--- config.mk ---
export PLATFORM = sky130hd
export DESIGN_NAME = vsbv_ctrl
export DESIGN_NICKNAME = d
export VERILOG_FILES = /design/src/rtl/vsbv_pkg.sv /design/src/rtl/vsbv_ctrl.sv
export SDC_FILE = /design/constraint.sdc
export NUM_CORES = 1
export LEC_CHECK = 0
export CORE_AREA = 3 3 40 42
export CTS_CLUSTER_SIZE = 14
export DETAILED_ROUTE_END_ITERATION = 8
export DIE_AREA = 0 0 43 45
export DONT_BUFFER_PORTS = 1
export GPL_TIMING_DRIVEN = 0
export PLACE_DENSITY = 0.42
export REMOVE_ABC_BUFFERS = 1
export SYNTH_ARGS = -nofsm -noshare
export SYNTH_HDL_FRONTEND = slang
export SYNTH_SLANG_ARGS = --single-unit
--- constraint.sdc ---
create_clock -name clk -period 0.89 [get_ports clk]
set_input_delay 0.178 -clock clk [delete_from_list [all_inputs] [get_ports clk]]
set_output_delay 0.178 -clock clk [all_outputs]
set_load 0.1 [all_outputs]
--- src/rtl/vsbv_pkg.sv ---
// ----------------------------------------------------------------------------
// vsbv_pkg
// Types, constants and codes shared by the voxel selection bit volume.
// ----------------------------------------------------------------------------
`timescale 1ns / 1ps

package vsbv_pkg;

  // Store geometry (both are powers of two)
  localparam int MAX_VOXELS  = 262144;
  localparam int WORD_BITS   = 64;
  localparam int PLANE_WORDS = (MAX_VOXELS + WORD_BITS - 1) / WORD_BITS;
  localparam int WORD_AW     = $clog2(PLANE_WORDS);
  localparam int BIT_W       = $clog2(WORD_BITS);

  // Field widths
  localparam int FUNC_W  = 2;
  localparam int COORD_W = 6;
  localparam int SIZE_W  = 7;
  localparam int MODE_W  = 2;
  localparam int CIDX_W  = 2;

  // Address arithmetic widths: size*y, size*size, size*size*z, x+size*y, full sum
  localparam int XY_W   = SIZE_W + COORD_W;
  localparam int SXY_W  = 2 * SIZE_W;
  localparam int Z_W    = SXY_W + COORD_W;
  localparam int PART_W = XY_W + 1;
  localparam int ADDR_W = 25;

  localparam logic [SIZE_W-1:0] SIZE_RESET = SIZE_W'(64);

  typedef logic [WORD_BITS-1:0] word_t;
  typedef logic [WORD_AW-1:0]   widx_t;
  typedef logic [BIT_W-1:0]     bidx_t;

  typedef enum logic [FUNC_W-1:0] {
    FN_MARK  = 2'd0,
    FN_READ  = 2'd1,
    FN_SNAP  = 2'd2,
    FN_CLEAR = 2'd3
  } func_e;

  typedef enum logic [MODE_W-1:0] {
    MODE_UNION     = 2'd0,
    MODE_INTERSECT = 2'd1,
    MODE_EXCLUDE   = 2'd2,
    MODE_HOLD      = 2'd3
  } mode_e;

  typedef enum logic [CIDX_W-1:0] {
    CFG_SIZE_X = 2'd0,
    CFG_SIZE_Y = 2'd1,
    CFG_SIZE_Z = 2'd2,
    CFG_MODE   = 2'd3
  } cfg_idx_e;

  typedef struct packed {
    logic [FUNC_W-1:0]  func;
    logic [COORD_W-1:0] coord_x;
    logic [COORD_W-1:0] coord_y;
    logic [COORD_W-1:0] coord_z;
    logic               clear_after;
  } item_t;

  // Controller to datapath
  typedef struct packed {
    logic load_item;
    logic mul1;
    logic mul2;
    logic look;
    logic commit;
    logic sweep_step;
    logic zero_all;
  } cmd_t;

  // Datapath to controller
  typedef struct packed {
    logic sweep_item;
    logic sweep_last;
    logic out_free;
  } stat_t;

endpackage

--- src/rtl/vsbv_ctrl.sv ---
// ----------------------------------------------------------------------------
// vsbv_ctrl
// Sequencer: reset clearing pass, address stages, plane sweeps, lookup.
// ----------------------------------------------------------------------------
`timescale 1ns / 1ps

module vsbv_ctrl
  import vsbv_pkg::*;
(
  input  logic  clk,
  input  logic  rst,
  input  logic  item_valid,
  output logic  item_ready,
  input  stat_t stat,
  output cmd_t  cmd
);

  typedef enum logic [2:0] {
    ST_INIT,
    ST_INIT_DRAIN,
    ST_IDLE,
    ST_MUL1,
    ST_MUL2,
    ST_SWEEP,
    ST_DRAIN,
    ST_LOOK
  } state_t;

  state_t state;
  state_t state_next;
  logic   in_commit;
  logic   commit_q;

  // Decode commands and next state
  always_comb begin
    cmd        = '0;
    cmd.commit = commit_q;
    item_ready = 1'b0;
    state_next = state;
    in_commit  = 1'b0;
    unique case (state)
      ST_INIT: begin
        cmd.sweep_step = 1'b1;
        cmd.zero_all   = 1'b1;
        if (stat.sweep_last) state_next = ST_INIT_DRAIN;
      end
      ST_INIT_DRAIN: state_next = ST_IDLE;
      ST_IDLE: begin
        item_ready    = 1'b1;
        cmd.load_item = item_valid;
        if (item_valid) state_next = ST_MUL1;
      end
      ST_MUL1: begin
        cmd.mul1   = 1'b1;
        state_next = ST_MUL2;
      end
      ST_MUL2: begin
        cmd.mul2   = 1'b1;
        state_next = stat.sweep_item ? ST_SWEEP : ST_LOOK;
      end
      ST_SWEEP: begin
        cmd.sweep_step = 1'b1;
        if (stat.sweep_last) state_next = ST_DRAIN;
      end
      ST_DRAIN: state_next = ST_LOOK;
      ST_LOOK: begin
        // read both planes; move on once the result register will be free
        cmd.look = 1'b1;
        if (stat.out_free) state_next = ST_IDLE;
        in_commit = stat.out_free;
      end
      default: state_next = ST_INIT;
    endcase
  end

  // Hold state and the registered commit strobe
  always_ff @(posedge clk) begin
    if (rst) begin
      state    <= ST_INIT;
      commit_q <= 1'b0;
    end else begin
      state    <= state_next;
      commit_q <= in_commit;
    end
  end

endmodule

=== Yosys cells after proc, flatten, opt, wreduce, memory -nomap -nowiden ===
Index checks and enable logic that the tools add are counted.

* Output and inout bits: 8
* Bits in registers: 4
* Word-level logic and storage cells: 31
* Input bits: 6

* Muxes and demuxes: 13
* Reduce and logical (&&, ||, !) cells: 4
* Bitwise logic cells: 1
* Eq/ne operators: 11

{| class="wikitable"
|+ Operator list
! cell !! count
|-
| 3-bit case mux with 8 select lines || 1
|-
| 3-bit == test (second input constant) || 4
|-
| 3-bit two-way mux || 4
|-
| 2-bit != test (second input constant) || 4
|-
| 1-bit two-way mux || 7
|-
| 3-bit by 2-bit == test with 1-bit output (second input constant) || 2
|-
| 4-bit AND reduction || 1
|-
| 2-bit OR reduction || 2
|-
| 3-bit by 1-bit == test with 1-bit output (second input constant) || 1
|-
| 3-bit logical NOT || 1
|-
| 2-bit two-way mux || 1
|-
| 1-bit NOT || 1
|}

=== Longest topological paths before layout ===
* Word-level depth: 3
* Gate-level depth with buffers: 4
* Mapped depth without buffers: 3

=== Worst setup path after synthesis ===
Ideal clock, no wire load.

* Kind: register to output
* Start point: reg state[2]
* End point: out cmd[4] (netlist name)
* Data arrival time: 2721 ps
* Cell stages (with the launch flop): 3
* Data required time: 712 ps
* Buffers on the path: 1
* Setup slack: -2009 ps
* Cells stage by stage: dfxtp_1 buf_4 nor3b_1

{| class="wikitable"
|+ RTL lines
! what !! line !! RTL
|-
| from (decl) || vsbv_ctrl.sv:29 || <nowiki>state_t state;</nowiki>
|-
| from (signal assigned) || vsbv_ctrl.sv:82 || <nowiki>state <= state_next;</nowiki>
|-
| to (decl) || vsbv_ctrl.sv:15 || <nowiki>output cmd_t cmd</nowiki>
|}

==> results by stage <==
Clocking:
- Clock latency on the worst-skew pair, taken at its later pin, is 0.24 ns.
- The root buffer cell chosen for the clock tree is clkbuf_4.
- In this run the number of H-tree levels came out at 1.
- The maximum clock insertion buffer count is 2.
- In this run, CTS created clock tree buffers numbering 3.
- Clock tree synthesis found a total of 4 sinks.
- After clock tree synthesis, the clock-pin slew on the worst setup and hold paths is 0.05 ns.
- TritonCTS built the clock tree.

Hold path:
- In this run the most critical hold path is launched from rst.
- The min-delay analysis places its worst path in the category in -> reg.
- For hold timing, the worst endpoint is commit_q.
- Along the worst hold path, the cell count comes to 1.

Routing:
- The average wire length per cell after detail routing is 15.9 µm.
- The detailed-routing iteration count for the pre-antenna-repair pass is 2.
- After the first detailed-routing iteration, the DRC count stood at 6.
- The via count normalized by instance count is 4.55.
- After detailed routing, the total wire length is 1100 µm.
- For this block, the via count after detailed routing is 314.
- The number of remaining DRC errors is 0.
- The count of nets left with antenna violations once routing finished came out at 0.

Timing:
- Measured against its own limit, the worst slew margin works out to 58.9%.
- The least setup slack across all paths after layout is -0.777 ns.
- Final hold analysis gives a worst-case slack of 0.0204 ns.
- Setup violations remaining at the end of the flow were counted as 11.
- Setup repair after global routing could not meet its margin everywhere.
- At the pin with the least slew margin, the transition time is 0.615 ns.
- The shortest period the worst path allows is 1.67 ns.
- The final-report max-slew violation count was 0.
- For this run, the top clock speed supported by timing is 600 MHz.
- After routing, the total negative slack on setup checks comes to -4.69 ns.
- In the finished design, the share of the clock period the worst path needs comes to 187%.
- The hold violation total from the final report is 0.
- For the final database, setup skew stands at 0.0127 ns.

Synth:
- The proportion of netlist area held by the largest area contributor is 30.0%.
- Counting distinct cell types in the post-synthesis netlist gives 20.
- The average instance in the mapped netlist occupies 8.08 µm².
- The synthesized design contains 4 register bits.
- Yosys attributes the largest share of cell area to dfxtp_1, nor3_1, buf_4, nor2_1, a211oi_2.
- The dominant cell type by area after synthesis is dfxtp_1.
- The synthesis warning total is 0.
- Synthesis handed over a netlist of 33 instances.
- The cell area that synthesis handed to floorplanning was 267 µm².
- The sequential-to-total area share from yosys stat is 30.0%.

Setup path:
- The critical path data arrival time is 1.49 ns.
- The reg2reg setup slack is -0.34 ns.
- For the worst setup path, the data required time is 0.71 ns.
- In this run the critical register-to-register path is captured at state[0].
- By startpoint and endpoint, the worst setup path is classified as reg -> out.
- The most critical setup path has its startpoint at state[1].
- The critical path launch point type is a flip-flop.
- The logic depth of the worst register-to-register path is 6.
- Along the worst path, the maximum fanout reaches 2.
- Traced cell by cell, the critical path runs through nor3b_4 -> clkbuf_16 -> buf_1 -> and2_4.
- The peak per-stage delay on the critical path is 0.35 ns.
- The worst setup path is captured at an output pin.
- The startpoint identified for the worst register-to-register timing path is state[2].
- The cell with the largest stage delay on the worst path is dfxtp_4.

Die:
- The area enclosed by the die boundary is 1940 µm².
- The height of the chip is 45 µm.
- The chip width is 43 µm.
- The number of rows in the core area is 13.
- Once the floorplan was initialized, standard cells occupied 20.7% of the core.
- The I/O pin count is 14.
- The core region is 1280 µm².

Status:
- The final reports fail on negative setup slack.
- The run finished, with violations left.

Finish:
- The fraction of final layout cells with drive strength greater than 1 is 75.9%.
- From synthesis to final layout, the design area changed by 145%.
- The end-of-flow core utilization is 50.8%.
- 0 antenna diodes ended up in the layout.
- Leaving out fill and tap cells, the most frequent cells in the layout are buf_6, buf_4, dfxtp_4.
- The post-layout net count is 62.

GRT:
- The residual overflow from global routing is 0.
- Entering global routing, the biggest net connects 13 pins.
- The initial antenna violation count is 0.
- The first global-routing pass estimated 1350 µm of wire.
- The total routing usage reported by global routing is 10.0%.
- The number of global-route vias before repair is 313.

Pwr:
- The net switching component of the power is 0.000544 W.
- The share of power burned in registers is 17.8%.
- The standby leakage power is 0.272 nW.
- The fraction of power spent switching nets is 45.7%.
- The share of power burned in the clock network is 19.6%.
- The power density normalized to cell area is 1820 nW/µm².
- The maximum VDD drop is 0.905 mV.
- The combinational power share is 62.6%.
- The internal cell power is 0.000647 W.

Run:
- The count of max-cap constraint violations is 0.

Placement:
- Summed over all nets, the half-perimeter wirelength after detailed placement is 460 µm.
- The final weighted congestion in routability-driven placement is 0.687.
- Port buffering added 0 buffers.
-- power groups by stage --
stage                     Combinational, W  Clock [W]  Sequential, W
after detailed placement          0.000438          0       0.000251
final                             0.000745   0.000234       0.000212
after floorplan                   0.000335          0       0.000232
after global routing              0.000766   0.000258       0.000213
after global placement            0.000343          0       0.000241
after CTS                         0.000647   0.000236       0.000211
-- layout make-up --
class / instances / area, µm²
Fill cell: 114 / 632
Timing Repair Buffer: 22 / 267
Multi-Input combinational cell: 24 / 246
Sequential cell: 4 / 95.1
Clock buffer: 3 / 22.5
Tap cell: 15 / 18.8
Inverter: 1 / 3.75
-- synthesized netlist by cell type --
cell       number
a211o_1         1
a211oi_2        1
a21oi_1         2
and2_1          1
and3_1          1
buf_2           1
buf_4           2
buf_6           1
dfxtp_1         4
inv_1           1
mux2_2          1
nand2_1         2
nor2_1          4
nor2b_1         1
nor3_1          5
nor3b_1         1
nor3b_2         1
o21ai_0         1
o2bb2ai_1       1
xor2_1          1
-- how the worst max path moves through the flow --
| stage | endpoint | slack (ns) |
|---|---|---|
| global placement | cmd[4] | -2.16 |
| detailed placement | cmd[6] | -1.24 |
| finish | cmd[6] | -0.78 |
| CTS | cmd[6] | -0.77 |
| floorplan | cmd[4] | -2.04 |
| global route | cmd[6] | -0.82 |
-- state kept, by name, indices dropped and copies added (netlist names) --
signal    flops
commit_q      1
state         3
-- per-layer routing --
metal / wire (µm) / up-vias / part of all wire, % / global-route usage [%]
met1: 369 / 151 / 34 / 8.61
met4: 17 / 0 / 1.5 / 7.23
met5: 0 / - / 0 / 0
met3: 61 / 2 / 5.6 / 5.58
met2: 650 / 8 / 59 / 17.7
li1: - / 153 / - / -
-- stage by stage --
stage / total power, W / setup slack [ns] / instance area [µm²] / cells
after floorplan: 0.000567 / -2.04 / 235 / 29
after CTS: 0.00109 / -0.770 / 529 / 61
after global routing: 0.00124 / -0.819 / 653 / 69
after detailed placement: 0.000689 / -1.24 / 337 / 48
after global placement: 0.000584 / -2.16 / 254 / 44
final: 0.00119 / -0.777 / 653 / 69
-- worst max-delay path: cells and delay by family, from the launching register on --
family	cells	cell delay, ns
buffers and inverters	2	0.35
AND/OR/NAND/NOR	2	0.55
flip-flops	1	0.35
-- timing repair --
| item | CTS | global route |
|---|---|---|
| hold endpoints to repair | 1 | 1 |
| pin swaps | 5 | 9 |
| hold buffers | 1 | 1 |
| setup buffers | 9 | 9 |
| gates resized for setup | 28 | 18 |
| endpoints found under the setup margin | 12 | 12 |
-- kinds of logic (layout without fill, tap and decap cells) --
kind of cell              after synthesis  count (layout)  synth area share, %
and+or+nand+nor                        16              16                 32.4
AOI/OAI and AO/OA                       6               6                 16.9
buffers and inverters                   5              26                 13.1
DFF                                     4               4                 30.0
xor gates and xnor gates                1               1                 3.29
muxes                                   1               1                 4.23
(Power assumes the default switching activity.)
